$ cat config.mk
export PLATFORM = sky130hd
export DESIGN_NAME = keyed_handle_table_core_flat
export DESIGN_NICKNAME = d
export VERILOG_FILES = /design/src/hw/rtl/kht_pkg.sv /design/src/hw/rtl/kht_req_if.sv /design/src/hw/rtl/kht_rsp_if.sv /design/src/hw/rtl/kht_ram.sv /design/src/hw/rtl/keyed_handle_table_core.sv /design/src/flat_wrapper.sv
export SDC_FILE = /design/constraint.sdc
export NUM_CORES = 2
export LEC_CHECK = 0
export BUFFER_PORTS_ARGS = -buffer_cell sky130_fd_sc_hd__buf_2
export CORE_ASPECT_RATIO = 1.4
export CORE_UTILIZATION = 33
export DETAILED_ROUTE_END_ITERATION = 6
export GPL_ROUTABILITY_DRIVEN = 0
export PLACE_DENSITY = 0.47
export SETUP_SLACK_MARGIN = 0.4
export SLEW_MARGIN = 20
export SYNTH_ARGS = -nofsm -noshare
export SYNTH_HDL_FRONTEND = slang
export SYNTH_HIERARCHICAL = 1
export SYNTH_SLANG_ARGS = --single-unit
$ cat constraint.sdc
create_clock -name clk -period 6.8 [get_ports clk]
set_input_delay 1.36 -clock clk [delete_from_list [all_inputs] [get_ports clk]]
set_output_delay 1.36 -clock clk [all_outputs]
set_load 0.01 [all_outputs]
$ cat src/hw/rtl/kht_pkg.sv
// Shared constants, codes and default parameters of the keyed handle table.
package kht_pkg;

	// Fixed field widths of the request and response beats
	localparam int OPCODE_W     = 3;
	localparam int STATUS_W     = 3;
	localparam int SLOT_W       = 6;
	localparam int COUNT_OUT_W  = 7;
	localparam int CAP_W        = 7;
	localparam int OUT_HANDLE_W = 32;

	// Default sizing of the table
	localparam int DEF_TABLE_DEPTH = 64;
	localparam int DEF_KEY_BITS    = 16;
	localparam int DEF_HANDLE_BITS = 32;

	localparam logic [CAP_W-1:0] CAP_RESET = 7'd64;

	// Opcodes
	localparam logic [OPCODE_W-1:0] OP_ADD    = 3'd0;
	localparam logic [OPCODE_W-1:0] OP_RM_KEY = 3'd1;
	localparam logic [OPCODE_W-1:0] OP_RM_IDX = 3'd2;
	localparam logic [OPCODE_W-1:0] OP_FIND   = 3'd3;
	localparam logic [OPCODE_W-1:0] OP_GET    = 3'd4;

	// Status codes
	localparam logic [STATUS_W-1:0] ST_OK        = 3'd0;
	localparam logic [STATUS_W-1:0] ST_INVALID   = 3'd1;
	localparam logic [STATUS_W-1:0] ST_LIMIT     = 3'd2;
	localparam logic [STATUS_W-1:0] ST_DUPLICATE = 3'd3;
	localparam logic [STATUS_W-1:0] ST_NOT_FOUND = 3'd4;

endpackage

$ cat src/hw/rtl/kht_req_if.sv
// Request channel of the keyed handle table: valid/ready plus one operation.
interface kht_req_if #(
	parameter int KEY_BITS    = kht_pkg::DEF_KEY_BITS,
	parameter int HANDLE_BITS = kht_pkg::DEF_HANDLE_BITS
);
	import kht_pkg::*;

	logic                       valid;
	logic                       ready;
	logic [OPCODE_W-1:0]        opcode;
	logic signed [KEY_BITS-1:0] key;
	logic [HANDLE_BITS-1:0]     handle;
	logic [SLOT_W-1:0]          slot_index;

	modport source (output valid, opcode, key, handle, slot_index, input ready);
	modport sink   (input valid, opcode, key, handle, slot_index, output ready);
endinterface

$ cat src/hw/rtl/kht_rsp_if.sv
// Response channel of the keyed handle table: valid/ready plus one result.
interface kht_rsp_if;
	import kht_pkg::*;

	logic                    valid;
	logic                    ready;
	logic [STATUS_W-1:0]     status;
	logic [OUT_HANDLE_W-1:0] found_handle;
	logic [SLOT_W-1:0]       found_index;
	logic [OUT_HANDLE_W-1:0] released_handle;
	logic [COUNT_OUT_W-1:0]  entry_count;

	modport source (output valid, status, found_handle, found_index, released_handle,
		entry_count, input ready);
	modport sink   (input valid, status, found_handle, found_index, released_handle,
		entry_count, output ready);
endinterface

$ cat src/hw/rtl/kht_ram.sv
// Generic single-write, single-read RAM with a registered read port.
module kht_ram #(
	parameter int WIDTH = 8,
	parameter int DEPTH = 16,
	parameter int AW    = (DEPTH > 1) ? $clog2(DEPTH) : 1
) (
	input  logic             clk,
	input  logic             we,
	input  logic [AW-1:0]    waddr,
	input  logic [WIDTH-1:0] wdata,
	input  logic [AW-1:0]    raddr,
	output logic [WIDTH-1:0] rdata
);
	logic [WIDTH-1:0] mem [DEPTH];

	always_ff @(posedge clk) begin
		if (we) begin
			mem[waddr] <= wdata;
		end
		rdata <= mem[raddr];
	end
endmodule

$ cat src/hw/rtl/keyed_handle_table_core.sv
// Keyed handle table: dense key/handle store with swap-last delete, one RAM.
//
//  channel   dir  width                  beat carries
//  req       in   3+KEY+HANDLE+6         opcode, key, handle, slot_index
//  rsp       out  3+32+6+32+7            status, found_handle, found_index,
//                                        released_handle, entry_count
//  cfg       in   7                      capacity_limit (cfg_we, cfg_wdata)
//
// Flow: one operation at a time. Get and remove-at-index check the index and
// read that slot directly. Add, find and remove-by-key walk the key RAM one
// entry per cycle from position 0. A remove of either kind then moves the last
// entry into the hole. The single RAM read port forces the walk.
// Reset: arst_n clears the entry count and loads capacity_limit with 64; the
// RAM is not cleared, since only positions below the count are ever used.
// Stalls: a finished result waits in the response register; the next request
// beat is taken meanwhile and only its own completion waits for rsp.ready.
module keyed_handle_table_core #(
	parameter int TABLE_DEPTH = kht_pkg::DEF_TABLE_DEPTH,
	parameter int KEY_BITS    = kht_pkg::DEF_KEY_BITS,
	parameter int HANDLE_BITS = kht_pkg::DEF_HANDLE_BITS
) (
	input  logic                     clk,
	input  logic                     arst_n,
	input  logic                     cfg_we,
	input  logic [kht_pkg::CAP_W-1:0] cfg_wdata,
	kht_req_if.sink                  req,
	kht_rsp_if.source                rsp
);
	import kht_pkg::*;

	localparam int AW = (TABLE_DEPTH > 1) ? $clog2(TABLE_DEPTH) : 1;
	localparam int CW = $clog2(TABLE_DEPTH + 1);
	localparam int LW = (CW > CAP_W) ? CW : CAP_W;
	localparam int IW = (CW > SLOT_W) ? CW : SLOT_W;
	localparam int EW = KEY_BITS + HANDLE_BITS;

	// Only the low 32 bits of a request handle are stored
	localparam logic [HANDLE_BITS-1:0] HIN_MASK = (HANDLE_BITS > OUT_HANDLE_W) ?
		HANDLE_BITS'({OUT_HANDLE_W{1'b1}}) : {HANDLE_BITS{1'b1}};

	// Sequencer states
	localparam logic [2:0] S_IDLE     = 3'd0;
	localparam logic [2:0] S_CHECK    = 3'd1;
	localparam logic [2:0] S_SRCH     = 3'd2;
	localparam logic [2:0] S_IDX_WAIT = 3'd3;
	localparam logic [2:0] S_MOVE_RD  = 3'd4;
	localparam logic [2:0] S_MOVE_WR  = 3'd5;
	localparam logic [2:0] S_DONE     = 3'd6;

	logic [2:0]  state_q, state_d;
	logic [CW-1:0] count_q, count_d;
	logic [CAP_W-1:0] cap_q;

	// Latched request
	logic [OPCODE_W-1:0]    op_q;
	logic [KEY_BITS-1:0]    key_q;
	logic [HANDLE_BITS-1:0] hnd_q;
	logic [SLOT_W-1:0]      idx_q;

	// Search walk: issue pointer and the compare stage registered behind it
	logic [CW-1:0] issue_ptr_q;
	logic          rd_pend_s1;
	logic [CW-1:0] ptr_s1;
	logic          issue;

	// Result under construction
	logic [STATUS_W-1:0]     st_q, st_d;
	logic [OUT_HANDLE_W-1:0] fh_q, fh_d;
	logic [SLOT_W-1:0]       fi_q, fi_d;
	logic [OUT_HANDLE_W-1:0] rh_q, rh_d;
	logic [AW-1:0]           pos_q, pos_d;
	logic                    load_rsp;

	// Response register
	logic                    rsp_valid_q;
	logic [STATUS_W-1:0]     rsp_status_q;
	logic [OUT_HANDLE_W-1:0] rsp_fh_q;
	logic [SLOT_W-1:0]       rsp_fi_q;
	logic [OUT_HANDLE_W-1:0] rsp_rh_q;
	logic [COUNT_OUT_W-1:0]  rsp_cnt_q;

	// RAM port
	logic          ram_we;
	logic [AW-1:0] ram_waddr;
	logic [EW-1:0] ram_wdata;
	logic [AW-1:0] ram_raddr;
	logic [EW-1:0] ram_rdata;

	logic [KEY_BITS-1:0]    rkey;
	logic [HANDLE_BITS-1:0] rhnd;
	logic accept;
	logic key_neg;
	logic hnd_zero;
	logic idx_bad;
	logic limit_hit;
	logic issue_done;
	logic match;

	kht_ram #(
		.WIDTH (EW),
		.DEPTH (TABLE_DEPTH),
		.AW    (AW)
	) u_ram (
		.clk   (clk),
		.we    (ram_we),
		.waddr (ram_waddr),
		.wdata (ram_wdata),
		.raddr (ram_raddr),
		.rdata (ram_rdata)
	);

	assign rkey = ram_rdata[EW-1:HANDLE_BITS];
	assign rhnd = ram_rdata[HANDLE_BITS-1:0];

	assign req.ready = (state_q == S_IDLE);
	assign accept    = req.valid && req.ready;

	assign key_neg    = key_q[KEY_BITS-1];
	assign hnd_zero   = (hnd_q == '0);
	assign idx_bad    = IW'(idx_q) >= IW'(count_q);
	// count >= min(capacity_limit, TABLE_DEPTH)
	assign limit_hit  = (LW'(count_q) >= LW'(cap_q)) || (count_q == CW'(TABLE_DEPTH));
	assign issue_done = (issue_ptr_q >= count_q);
	assign match      = rd_pend_s1 && (rkey == key_q);

	always_comb begin
		state_d   = state_q;
		count_d   = count_q;
		st_d      = st_q;
		fh_d      = fh_q;
		fi_d      = fi_q;
		rh_d      = rh_q;
		pos_d     = pos_q;
		issue     = 1'b0;
		load_rsp  = 1'b0;
		ram_we    = 1'b0;
		ram_waddr = '0;
		ram_wdata = {key_q, hnd_q};
		ram_raddr = '0;
		case (state_q)
			S_IDLE: begin
				if (accept) begin
					st_d    = ST_OK;
					fh_d    = '0;
					fi_d    = '0;
					rh_d    = '0;
					state_d = S_CHECK;
				end
			end
			S_CHECK: begin
				case (op_q)
					OP_ADD: begin
						if (key_neg || hnd_zero) begin
							st_d    = ST_INVALID;
							state_d = S_DONE;
						end else begin
							state_d = S_SRCH;
						end
					end
					OP_RM_KEY, OP_FIND: begin
						if (key_neg) begin
							st_d    = ST_INVALID;
							state_d = S_DONE;
						end else begin
							state_d = S_SRCH;
						end
					end
					OP_RM_IDX, OP_GET: begin
						if (idx_bad) begin
							st_d    = ST_NOT_FOUND;
							state_d = S_DONE;
						end else begin
							ram_raddr = AW'(idx_q);
							state_d   = S_IDX_WAIT;
						end
					end
					default: begin
						st_d    = ST_INVALID;
						state_d = S_DONE;
					end
				endcase
			end
			S_SRCH: begin
				// Issue one read a cycle; compare the entry read last cycle
				ram_raddr = issue_ptr_q[AW-1:0];
				issue     = !issue_done;
				if (match) begin
					case (op_q)
						OP_ADD: begin
							st_d    = ST_DUPLICATE;
							state_d = S_DONE;
						end
						OP_RM_KEY: begin
							rh_d    = OUT_HANDLE_W'(rhnd);
							pos_d   = ptr_s1[AW-1:0];
							state_d = S_MOVE_RD;
						end
						default: begin
							fh_d    = OUT_HANDLE_W'(rhnd);
							fi_d    = SLOT_W'(ptr_s1);
							state_d = S_DONE;
						end
					endcase
				end else if (issue_done) begin
					if (op_q == OP_ADD) begin
						if (limit_hit) begin
							st_d = ST_LIMIT;
						end else begin
							// Append at the end
							ram_we    = 1'b1;
							ram_waddr = AW'(count_q);
							count_d   = count_q + CW'(1);
						end
					end else begin
						st_d = ST_NOT_FOUND;
					end
					state_d = S_DONE;
				end
			end
			S_IDX_WAIT: begin
				if (op_q == OP_GET) begin
					fh_d    = OUT_HANDLE_W'(rhnd);
					state_d = S_DONE;
				end else begin
					rh_d    = OUT_HANDLE_W'(rhnd);
					pos_d   = AW'(idx_q);
					state_d = S_MOVE_RD;
				end
			end
			S_MOVE_RD: begin
				ram_raddr = AW'(count_q - CW'(1));
				state_d   = S_MOVE_WR;
			end
			S_MOVE_WR: begin
				// Move the last entry into the hole and shrink
				ram_we    = 1'b1;
				ram_waddr = pos_q;
				ram_wdata = ram_rdata;
				count_d   = count_q - CW'(1);
				state_d   = S_DONE;
			end
			S_DONE: begin
				// Hold until the response register is free
				if (!rsp_valid_q || rsp.ready) begin
					load_rsp = 1'b1;
					state_d  = S_IDLE;
				end
			end
			default: begin
				state_d = S_IDLE;
			end
		endcase
	end

	// Control state
	always_ff @(posedge clk or negedge arst_n) begin
		if (!arst_n) begin
			state_q     <= S_IDLE;
			count_q     <= '0;
			cap_q       <= CAP_RESET;
			rsp_valid_q <= 1'b0;
			rd_pend_s1  <= 1'b0;
			issue_ptr_q <= '0;
		end else begin
			state_q <= state_d;
			count_q <= count_d;
			if (cfg_we) begin
				cap_q <= cfg_wdata;
			end
			if (load_rsp) begin
				rsp_valid_q <= 1'b1;
			end else if (rsp.ready) begin
				rsp_valid_q <= 1'b0;
			end
			rd_pend_s1 <= (state_q == S_SRCH) && issue;
			if (state_q == S_CHECK) begin
				issue_ptr_q <= '0;
			end else if (issue) begin
				issue_ptr_q <= issue_ptr_q + CW'(1);
			end
		end
	end

	// Payload registers
	always_ff @(posedge clk) begin
		if (accept) begin
			op_q  <= req.opcode;
			key_q <= req.key;
			hnd_q <= req.handle & HIN_MASK;
			idx_q <= req.slot_index;
		end
		ptr_s1 <= issue_ptr_q;
		st_q   <= st_d;
		fh_q   <= fh_d;
		fi_q   <= fi_d;
		rh_q   <= rh_d;
		pos_q  <= pos_d;
		if (load_rsp) begin
			rsp_status_q <= st_q;
			rsp_fh_q     <= fh_q;
			rsp_fi_q     <= fi_q;
			rsp_rh_q     <= rh_q;
			rsp_cnt_q    <= COUNT_OUT_W'(count_q);
		end
	end

	assign rsp.valid           = rsp_valid_q;
	assign rsp.status          = rsp_status_q;
	assign rsp.found_handle    = rsp_fh_q;
	assign rsp.found_index     = rsp_fi_q;
	assign rsp.released_handle = rsp_rh_q;
	assign rsp.entry_count     = rsp_cnt_q;
endmodule

$ cat src/flat_wrapper.sv
// flat-port wrapper written by rule: the top's interface ports become plain ports
module keyed_handle_table_core_flat import kht_pkg::*;
#(
	parameter int TABLE_DEPTH = kht_pkg::DEF_TABLE_DEPTH,
	parameter int KEY_BITS    = kht_pkg::DEF_KEY_BITS,
	parameter int HANDLE_BITS = kht_pkg::DEF_HANDLE_BITS
)
  (clk, arst_n, cfg_we, cfg_wdata, req_valid, req_opcode, req_key, req_handle, req_slot_index, req_ready, rsp_valid, rsp_status, rsp_found_handle, rsp_found_index, rsp_released_handle, rsp_entry_count, rsp_ready);
  kht_req_if #(.KEY_BITS(KEY_BITS), .HANDLE_BITS(HANDLE_BITS)) req_i ();
  kht_rsp_if rsp_i ();
  input  logic clk;
  input  logic arst_n;
  input  logic cfg_we;
  input  logic [kht_pkg::CAP_W-1:0] cfg_wdata;
  input wire logic [$bits(req_i.valid)-1:0] req_valid;
  input wire logic [$bits(req_i.opcode)-1:0] req_opcode;
  input wire logic [$bits(req_i.key)-1:0] req_key;
  input wire logic [$bits(req_i.handle)-1:0] req_handle;
  input wire logic [$bits(req_i.slot_index)-1:0] req_slot_index;
  output wire logic [$bits(req_i.ready)-1:0] req_ready;
  output wire logic [$bits(rsp_i.valid)-1:0] rsp_valid;
  output wire logic [$bits(rsp_i.status)-1:0] rsp_status;
  output wire logic [$bits(rsp_i.found_handle)-1:0] rsp_found_handle;
  output wire logic [$bits(rsp_i.found_index)-1:0] rsp_found_index;
  output wire logic [$bits(rsp_i.released_handle)-1:0] rsp_released_handle;
  output wire logic [$bits(rsp_i.entry_count)-1:0] rsp_entry_count;
  input wire logic [$bits(rsp_i.ready)-1:0] rsp_ready;
  assign req_i.valid = req_valid;
  assign req_i.opcode = req_opcode;
  assign req_i.key = req_key;
  assign req_i.handle = req_handle;
  assign req_i.slot_index = req_slot_index;
  assign req_ready = req_i.ready;
  assign rsp_valid = rsp_i.valid;
  assign rsp_status = rsp_i.status;
  assign rsp_found_handle = rsp_i.found_handle;
  assign rsp_found_index = rsp_i.found_index;
  assign rsp_released_handle = rsp_i.released_handle;
  assign rsp_entry_count = rsp_i.entry_count;
  assign rsp_i.ready = rsp_ready;
  keyed_handle_table_core #(.TABLE_DEPTH(TABLE_DEPTH), .KEY_BITS(KEY_BITS), .HANDLE_BITS(HANDLE_BITS)) u_core (.clk(clk), .arst_n(arst_n), .cfg_we(cfg_we), .cfg_wdata(cfg_wdata), .req(req_i), .rsp(rsp_i));
endmodule
# ---- Yosys cells after proc, flatten, opt, wreduce, memory -nomap -nowiden
# Memories as Yosys holds them, arrays and structs flattened. A register that Yosys moved wholly into a read port is not among the register bits.
# Cells that the tools add are included.
dict set report classes {
  n_addsub 3
  n_reduce_logical 28
  eq_ne 29
  magnitude_cmp 3
  n_mux 67
}
# operator count
set ops {}
lappend ops {{$mux W32} 7}
lappend ops {{$pmux W32 S3} 2}
lappend ops {{$mux W6} 12}
lappend ops {{$mux W3} 16}
lappend ops {{$mux W48} 1}
lappend ops {{$mux W7} 6}
lappend ops {{$pmux W6 S2} 3}
lappend ops {{$logic_not A32 Y1} 1}
lappend ops {{$pmux W3 S3} 3}
lappend ops {{$pmux W3 S7} 1}
lappend ops {{$pmux W6 S3} 1}
lappend ops {{$eq A16 B16 Y1} 1}
lappend ops {{$reduce_and A5 Y1} 3}
lappend ops {{$add A7 B1 Y7 const B} 2}
lappend ops {{$ge A7 B7 Y1} 2}
lappend ops {{$pmux W7 S2} 1}
lappend ops {{$eq A3 B2 Y1 const B} 4}
lappend ops {{$eq A3 B3 Y1 const B} 4}
lappend ops {{$ne A2 B2 Y1 const B} 6}
lappend ops {{$mux W1} 11}
lappend ops {{$ne A2 B1 Y1 const B} 5}
lappend ops {{$reduce_bool A2 Y1} 5}
lappend ops {{$ne A3 B2 Y1 const B} 3}
lappend ops {{$reduce_and A4 Y1} 2}
lappend ops {{other kinds (17)} 28}
dict set report totals {
  register_bits 248
  out_inout_bits 82
  memories 1
  wordCells 152
  input_bits 69
  mem_bits_rw 3072
}
# memory words word_bits read_ports rd_clocked_by_memory_dff write_ports line_no
set mem_list {}
lappend mem_list {u_core.u_ram.mem 64 48 1 1 1 kht_ram.sv:14} ;# logic [WIDTH-1:0] mem [DEPTH];

# ---- Longest topological paths before layout
dict set report logic_depth {
  word_depth 9
  ltp_mapped 17
  ltp_nobuf 13
}

# ---- Modules after synthesis
# The synthesis kept the hierarchy.
# mod seq_area_each_um2 cells_per_inst area_per_inst_um2 instances
set modules_own_cells {}
lappend modules_own_cells {kht_ram 93209.4 4970 117143.6 1}
lappend modules_own_cells {keyed_handle_table_core 7258.2 743 10030.9 1}

# ---- Worst setup path after synthesis
# No wires, ideal clock.
dict set report synth_timing {
  path_type {reg-to-reg}
  start {register u_core.cap_q[6]}
  end {memory u_core/u_ram/mem[48][0] (netlist name) (enable)}
  stages_incl_launch_ff 12
  slack_ns 0.365
  t_required_ns 6.287
  synth_period_minus_slack_ns 6.435
  t_arrival_ns 5.923
  setup_time_ns 0.513
  path_buffers 1
  cell_sequence {dfstp_2 inv_1 ha_1 or4b_1 a311oi_2 o221ai_2 a211oi_2 buf_2 or2_1 nor2b_1 nand4b_1 nor3_1}
}
dict set report synth_between {
  elab_chain_len 9
  word_cells_on_any_way 14
  cone_classes {1 x order compare; 12 x mux; 1 x reduce/logical}
}
# element line_no
set synth_rtl {}
lappend synth_rtl {{from (decl)} keyed_handle_table_core.sv:52} ;# logic [CAP_W-1:0] cap_q;
lappend synth_rtl {{from (signal assigned)} keyed_handle_table_core.sv:268} ;# cap_q <= cfg_wdata;
lappend synth_rtl {{$ge A7 B7 Y1} keyed_handle_table_core.sv:122} ;# assign limit_hit = (LW'(count_q) >= LW'(cap_q)) || (count_q == CW'(TABLE_DEPTH));
lappend synth_rtl {{$logic_or A1 B1 Y1} keyed_handle_table_core.sv:122}
lappend synth_rtl {{$mux W1} keyed_handle_table_core.sv:206} ;# if (limit_hit) begin
lappend synth_rtl {{$mux W1} keyed_handle_table_core.sv:205} ;# if (op_q == OP_ADD) begin
lappend synth_rtl {{$mux W1} keyed_handle_table_core.sv:204} ;# end else if (issue_done) begin
lappend synth_rtl {{$mux W1} keyed_handle_table_core.sv:187} ;# if (match) begin
lappend synth_rtl {{$pmux W1 S2} keyed_handle_table_core.sv:140} ;# case (state_q)
lappend synth_rtl {{named net u_core.ram_we} keyed_handle_table_core.sv:83} ;# logic ram_we;
lappend synth_rtl {{$mux W1} kht_ram.sv:17} ;# if (we) begin
lappend synth_rtl {{$mux W1 (not written as such)} kht_ram.sv:18} ;# mem[waddr] <= wdata;
lappend synth_rtl {{to (decl)} kht_ram.sv:14}
# The timed path passes the listed nets, and every way through them passes these cells.

# ---- Worst setup path after layout
dict set report layout_timing {
  start {register u_core.count_q[3]}
  end {register u_core.u_ram.rdata[35] (read register of u_core.u_ram.mem)}
}
dict set report layout_between {
  elab_chain_len 4
  word_cells_on_any_way 5
  cone_classes {1 x add/sub; 1 x order compare; 3 x mux}
}
# element line_no
set layout_rtl {}
lappend layout_rtl {{from (decl)} keyed_handle_table_core.sv:51} ;# logic [CW-1:0] count_q, count_d;
lappend layout_rtl {{from (signal assigned)} keyed_handle_table_core.sv:266} ;# count_q <= count_d;
lappend layout_rtl {{$ge A6 B7 Y1} keyed_handle_table_core.sv:120} ;# assign idx_bad = IW'(idx_q) >= IW'(count_q);
lappend layout_rtl {{$mux W6} keyed_handle_table_core.sv:169} ;# if (idx_bad) begin
lappend layout_rtl {{$mux W6} keyed_handle_table_core.sv:151} ;# case (op_q)
lappend layout_rtl {{$pmux W6 S3} keyed_handle_table_core.sv:140}
lappend layout_rtl {{named net u_core.ram_raddr[2]} keyed_handle_table_core.sv:86} ;# logic [AW-1:0] ram_raddr;
lappend layout_rtl {{to (decl)} kht_ram.sv:12} ;# output logic [WIDTH-1:0] rdata
# The timed path passes the listed nets, and every way through them passes these cells.
# A chain may end at the register's enable or synchronous reset.

==> tab_implementation.tex <==
\begin{tabular}{lr}
\hline
Metric & Value \\
\hline
\multicolumn{2}{l}{\textbf{Synthesis}} \\
Cell type contributing the most total cell area after synthesis & sky130\_fd\_sc\_hd\_\_edfxtp\_1 \\
Most common cell in the netlist & sky130\_fd\_sc\_hd\_\_edfxtp\_1 \\
Mapped cell area & 127,000 sq um \\
Synth top area cells & sky130\_fd\_sc\_hd\_\_edfxtp\_1 (78\%), sky130\_fd\_sc\_hd\_\_mux4\_2 (13\%), sky130\_fd\_sc\_hd\_\_dfxtp\_1 (0.85\%) \\
Synth Area per Inst & 22.3 sq um \\
Seq/Total Area, Yosys & 79.0\% \\
Most frequent cells after synthesis & sky130\_fd\_sc\_hd\_\_edfxtp\_1 (3,288), sky130\_fd\_sc\_hd\_\_mux4\_2 (754), sky130\_fd\_sc\_hd\_\_nand2\_1 (234), sky130\_fd\_sc\_hd\_\_nor2\_1 (167), sky130\_fd\_sc\_hd\_\_o22ai\_1 (123) \\
Total of warnings raised by yosys & 6 \\
Synth Register Bits & 3,368 \\
Primary flip-flop cell chosen by synthesis mapping & sky130\_fd\_sc\_hd\_\_edfxtp\_1 \\
Fraction of registers with async set or reset after synthesis & 0.772\% \\
Cell count after synthesis & 5,713 \\
Number of enable flip-flop cells after synthesis & 3,288 \\
Count of different cell masters after synthesis & 68 \\
Fraction of post-synthesis cell area in the top cell type by area & 77.6\% \\
Nets in the synthesized netlist & 5,805 \\
\multicolumn{2}{l}{\textbf{STA}} \\
Fmax achieved & 177 MHz \\
Fin crit share & 83.1\% \\
Min cycle time layout & 5.65 ns \\
RSZ-0062 raised after global routing & false \\
Max-slew violation count & 0 \\
Setup violations, final & 0 \\
Worst rel slew slack & 20.4\% \\
Maximum clock skew at final layout & 0.0626 ns \\
Post-route setup TNS & 0 ns \\
Worst-margin pin slew & 1.19 ns \\
Final hold violations & 0 \\
Worst hold slack across all endpoints & 0.418 ns \\
\multicolumn{2}{l}{\textbf{Finish}} \\
Area growth from synthesis to layout & 15.4\% \\
Filler instances & 34,300 \\
NumNets Final & 6,262 \\
Share of final-layout standard cells stronger than drive strength 1 & 27.9\% \\
Area of all placed cells without fillers & 147,000 sq um \\
\multicolumn{2}{l}{\textbf{Die}} \\
Row cnt & 269 \\
Floorplan Core Area & 383,000 sq um \\
Area enclosed by the die boundary & 388,000 sq um \\
Width of the die & 527 microns \\
Die extent in y & 737 microns \\
Initial cell density of the core & 33.2\% \\
I/O Pins & 151 \\
\multicolumn{2}{l}{\textbf{Worst setup path}} \\
Setup slack of the worst register-to-register path & 1.15 ns \\
Critical path fanouts, max & 25 \\
Endpoint type of the worst setup path & flip-flop \\
Worst Reg-to-Reg Cells & 12 \\
Data required time at the worst endpoint & 7.60 ns \\
Destination of the worst register-to-register timing path & u\_core/u\_ram/rdata[35] \\
Data arrival time of the worst path & 6.46 ns \\
Critical path launch point type & flip-flop \\
Type of the setup path with the least slack & reg -> reg \\
RR Startpoint & u\_core/count\_q[3] \\
\multicolumn{2}{l}{\textbf{Flow run}} \\
Count of max-cap constraint violations & 0 \\
\multicolumn{2}{l}{\textbf{Hold path}} \\
Endpoint of the worst hold path & u\_core/rsp.found\_handle[4] \\
Number of cells traversed by the worst hold path & 0 \\
Path class of the lowest-slack min-delay path & reg -> reg \\
Hold Startpoint & u\_core/fh\_q[4] \\
\multicolumn{2}{l}{\textbf{Routing}} \\
Per-cell via count in the routed design & 5.50 \\
Routed Antenna Nets & 0 \\
Routed length on met3 & 21.8 mm \\
Via count of the routed design & 63,000 \\
Count of TritonRoute iterations in the first routing pass & 5 \\
DRC viols & 0 \\
Met2 wire length & 208 mm \\
Average routed wire per standard cell & 35.2 microns \\
Detailed-route wire length on metal 1 & 160 mm \\
Total routed wirelength & 403 mm \\
Top layer used by detailed routing & met5 \\
Number of DRC markers in iteration 0 & 6,578 \\
\multicolumn{2}{l}{\textbf{Global route}} \\
Sum of overflow across all layers after global routing & 0 \\
Via count of the first global-routing pass & 64,800 \\
Total track usage & 20.5\% \\
Largest net degree at the start of global routing & 90 \\
Antenna violations before repair & 24 \\
Wire length of the first global-routing pass & 549 mm \\
\multicolumn{2}{l}{\textbf{Clock tree}} \\
CTS hold repair buffers & 0 \\
Clock insertion delay at the later pin of the skew report & 0.93 ns \\
Setup Fix Bufs, Post-CTS & 0 \\
CTS clk-pin slew, worst paths & 0.07 ns \\
CTS Sinks & 3,368 \\
TritonCTS clock tree & done \\
H-tree level count & 5 \\
Buffer cell driving the clock tree root & sky130\_fd\_sc\_hd\_\_clkbuf\_16 \\
Number of buffers between clock root and the deepest sink & 4 \\
Total CTS buffers & 329 \\
Number of resized instances in the post-cts repair step & 0 \\
\multicolumn{2}{l}{\textbf{Placement}} \\
Area post-placement & 136,000 sq um \\
Post-detailed-placement half-perimeter wirelength & 229 mm \\
Count of input and output buffers & 150 \\
\multicolumn{2}{l}{\textbf{Power}} \\
Power density over the cells & 431 nW/um\^{}2 \\
Leak pwr & 44.8 nW \\
Worst vdd ir & 0.376 mV \\
\multicolumn{2}{l}{\textbf{Status}} \\
Run status & finished clean \\
\hline
\end{tabular}
[worst max-delay path: stages (launching register included)]
cell and delay, ns:
sky130_fd_sc_hd__dfrtp_1 0.55, sky130_fd_sc_hd__inv_1 0.18, sky130_fd_sc_hd__ha_1 0.32, sky130_fd_sc_hd__nand4_1 0.08
sky130_fd_sc_hd__o32ai_1 0.68, sky130_fd_sc_hd__nor3_2 0.28, sky130_fd_sc_hd__a221o_4 0.73, sky130_fd_sc_hd__nor2b_4 0.89
sky130_fd_sc_hd__buf_4 0.47, sky130_fd_sc_hd__buf_4 0.62, sky130_fd_sc_hd__a22o_1 0.26, sky130_fd_sc_hd__a221oi_1 0.05
sky130_fd_sc_hd__a221oi_1 0.31
[routing by layer]
layer	up-vias	global-route usage, %
li1	25100	-
met1	35100	26.2
met2	2253	36.4
met3	525	2.53
met4	2	6.21
met5	-	0
[placed cells by master (no fill, tap or decap), types with 66 or more instances in the layout]
cell type                   instances
sky130_fd_sc_hd__edfxtp_1        3288
sky130_fd_sc_hd__nor2_4            66
sky130_fd_sc_hd__mux4_2           754
sky130_fd_sc_hd__a221oi_1          84
sky130_fd_sc_hd__buf_2            150
sky130_fd_sc_hd__nand2_1          198
sky130_fd_sc_hd__a22oi_1           72
sky130_fd_sc_hd__clkbuf_1          84
sky130_fd_sc_hd__nor2_1           100
sky130_fd_sc_hd__clkbuf_16        338
sky130_fd_sc_hd__buf_4            224
sky130_fd_sc_hd__clkinv_1          69
sky130_fd_sc_hd__o22ai_1          123
sky130_fd_sc_hd__a21oi_1           89
[layout make-up]
| class | count | area (sq um) | share of cell area (%) |
|---|---|---|---|
| Antenna cell | 17 | 42.5 | 0.0290 |
| Clock buffer | 430 | 8880 | 6.05 |
| Clock inverter | 163 | 1490 | 1.02 |
| Inverter | 19 | 71.3 | 0.0486 |
| Multi-Input combinational cell | 2018 | 25900 | 17.6 |
| Sequential cell | 3368 | 100000 | 68.5 |
| Tap cell | 5013 | 6270 | 4.27 |
| Timing Repair Buffer | 434 | 3630 | 2.48 |
[cells by family after synthesis]
group / synth area share [%]
flip-flops: 79.0
AND/OR/NAND/NOR: 2.04
XOR/XNOR: 0.207
buffers and inverters: 1.33
adder cells (fa/ha/maj): 0.226
multiplexers: 14.0
AO/OA/AOI/OAI: 3.17
[per-stage QoR]
stage          setup WS, ns  std cells  total power (W)  utilization, %
6_report               1.15      11500           0.0633            38.3
5_1_grt               0.911      11500           0.0656            38.3
4_1_cts                1.03      11400           0.0640            38.2
3_5_place_dp           1.11      10900           0.0460            35.5
3_3_place_gp          0.688      10900           0.0458            35.5
2_1_floorplan          1.27       5713           0.0388               -
[where the power goes]
group / total (W) / internal [W] / leakage [nW] / switching (W)
Combinational: 0.0185 / 0.00694 / 9.41 / 0.0116
Clock: 0.0181 / 0.0101 / 5.02 / 0.00794
Sequential: 0.0268 / 0.0260 / 30.4 / 0.000734
Total: 0.0633 / 0.0431 / 44.8 / 0.0202
[worst max-delay path by stage]
stage                                 start                      end  slack (ns)
final                     u_core/count_q[3]   u_core/u_ram/rdata[35]        1.15
after global routing      u_core/count_q[0]   u_core/u_ram/rdata[21]        0.91
after CTS                 u_core/count_q[0]   u_core/u_ram/rdata[21]        1.03
after detailed placement  u_core/count_q[0]   u_core/u_ram/rdata[21]        1.11
after global placement    u_core/count_q[3]   u_core/u_ram/rdata[21]        0.69
after floorplan             u_core/cap_q[6]  u_core/u_ram/mem[39][0]        1.27
[registers in the layout, summed over array words and instances, names as in the netlist, 16 cells and up]
signal                      cells
u_core/key_q                   16
u_core/fh_q                    32
u_core/u_ram/rdata             48
u_core/u_ram/mem             3072
u_core/rsp.found_handle        32
u_core/hnd_q                   32
u_core/rsp.released_handle     32
u_core/rh_q                    32
Power figures use the tool's default switching activity.
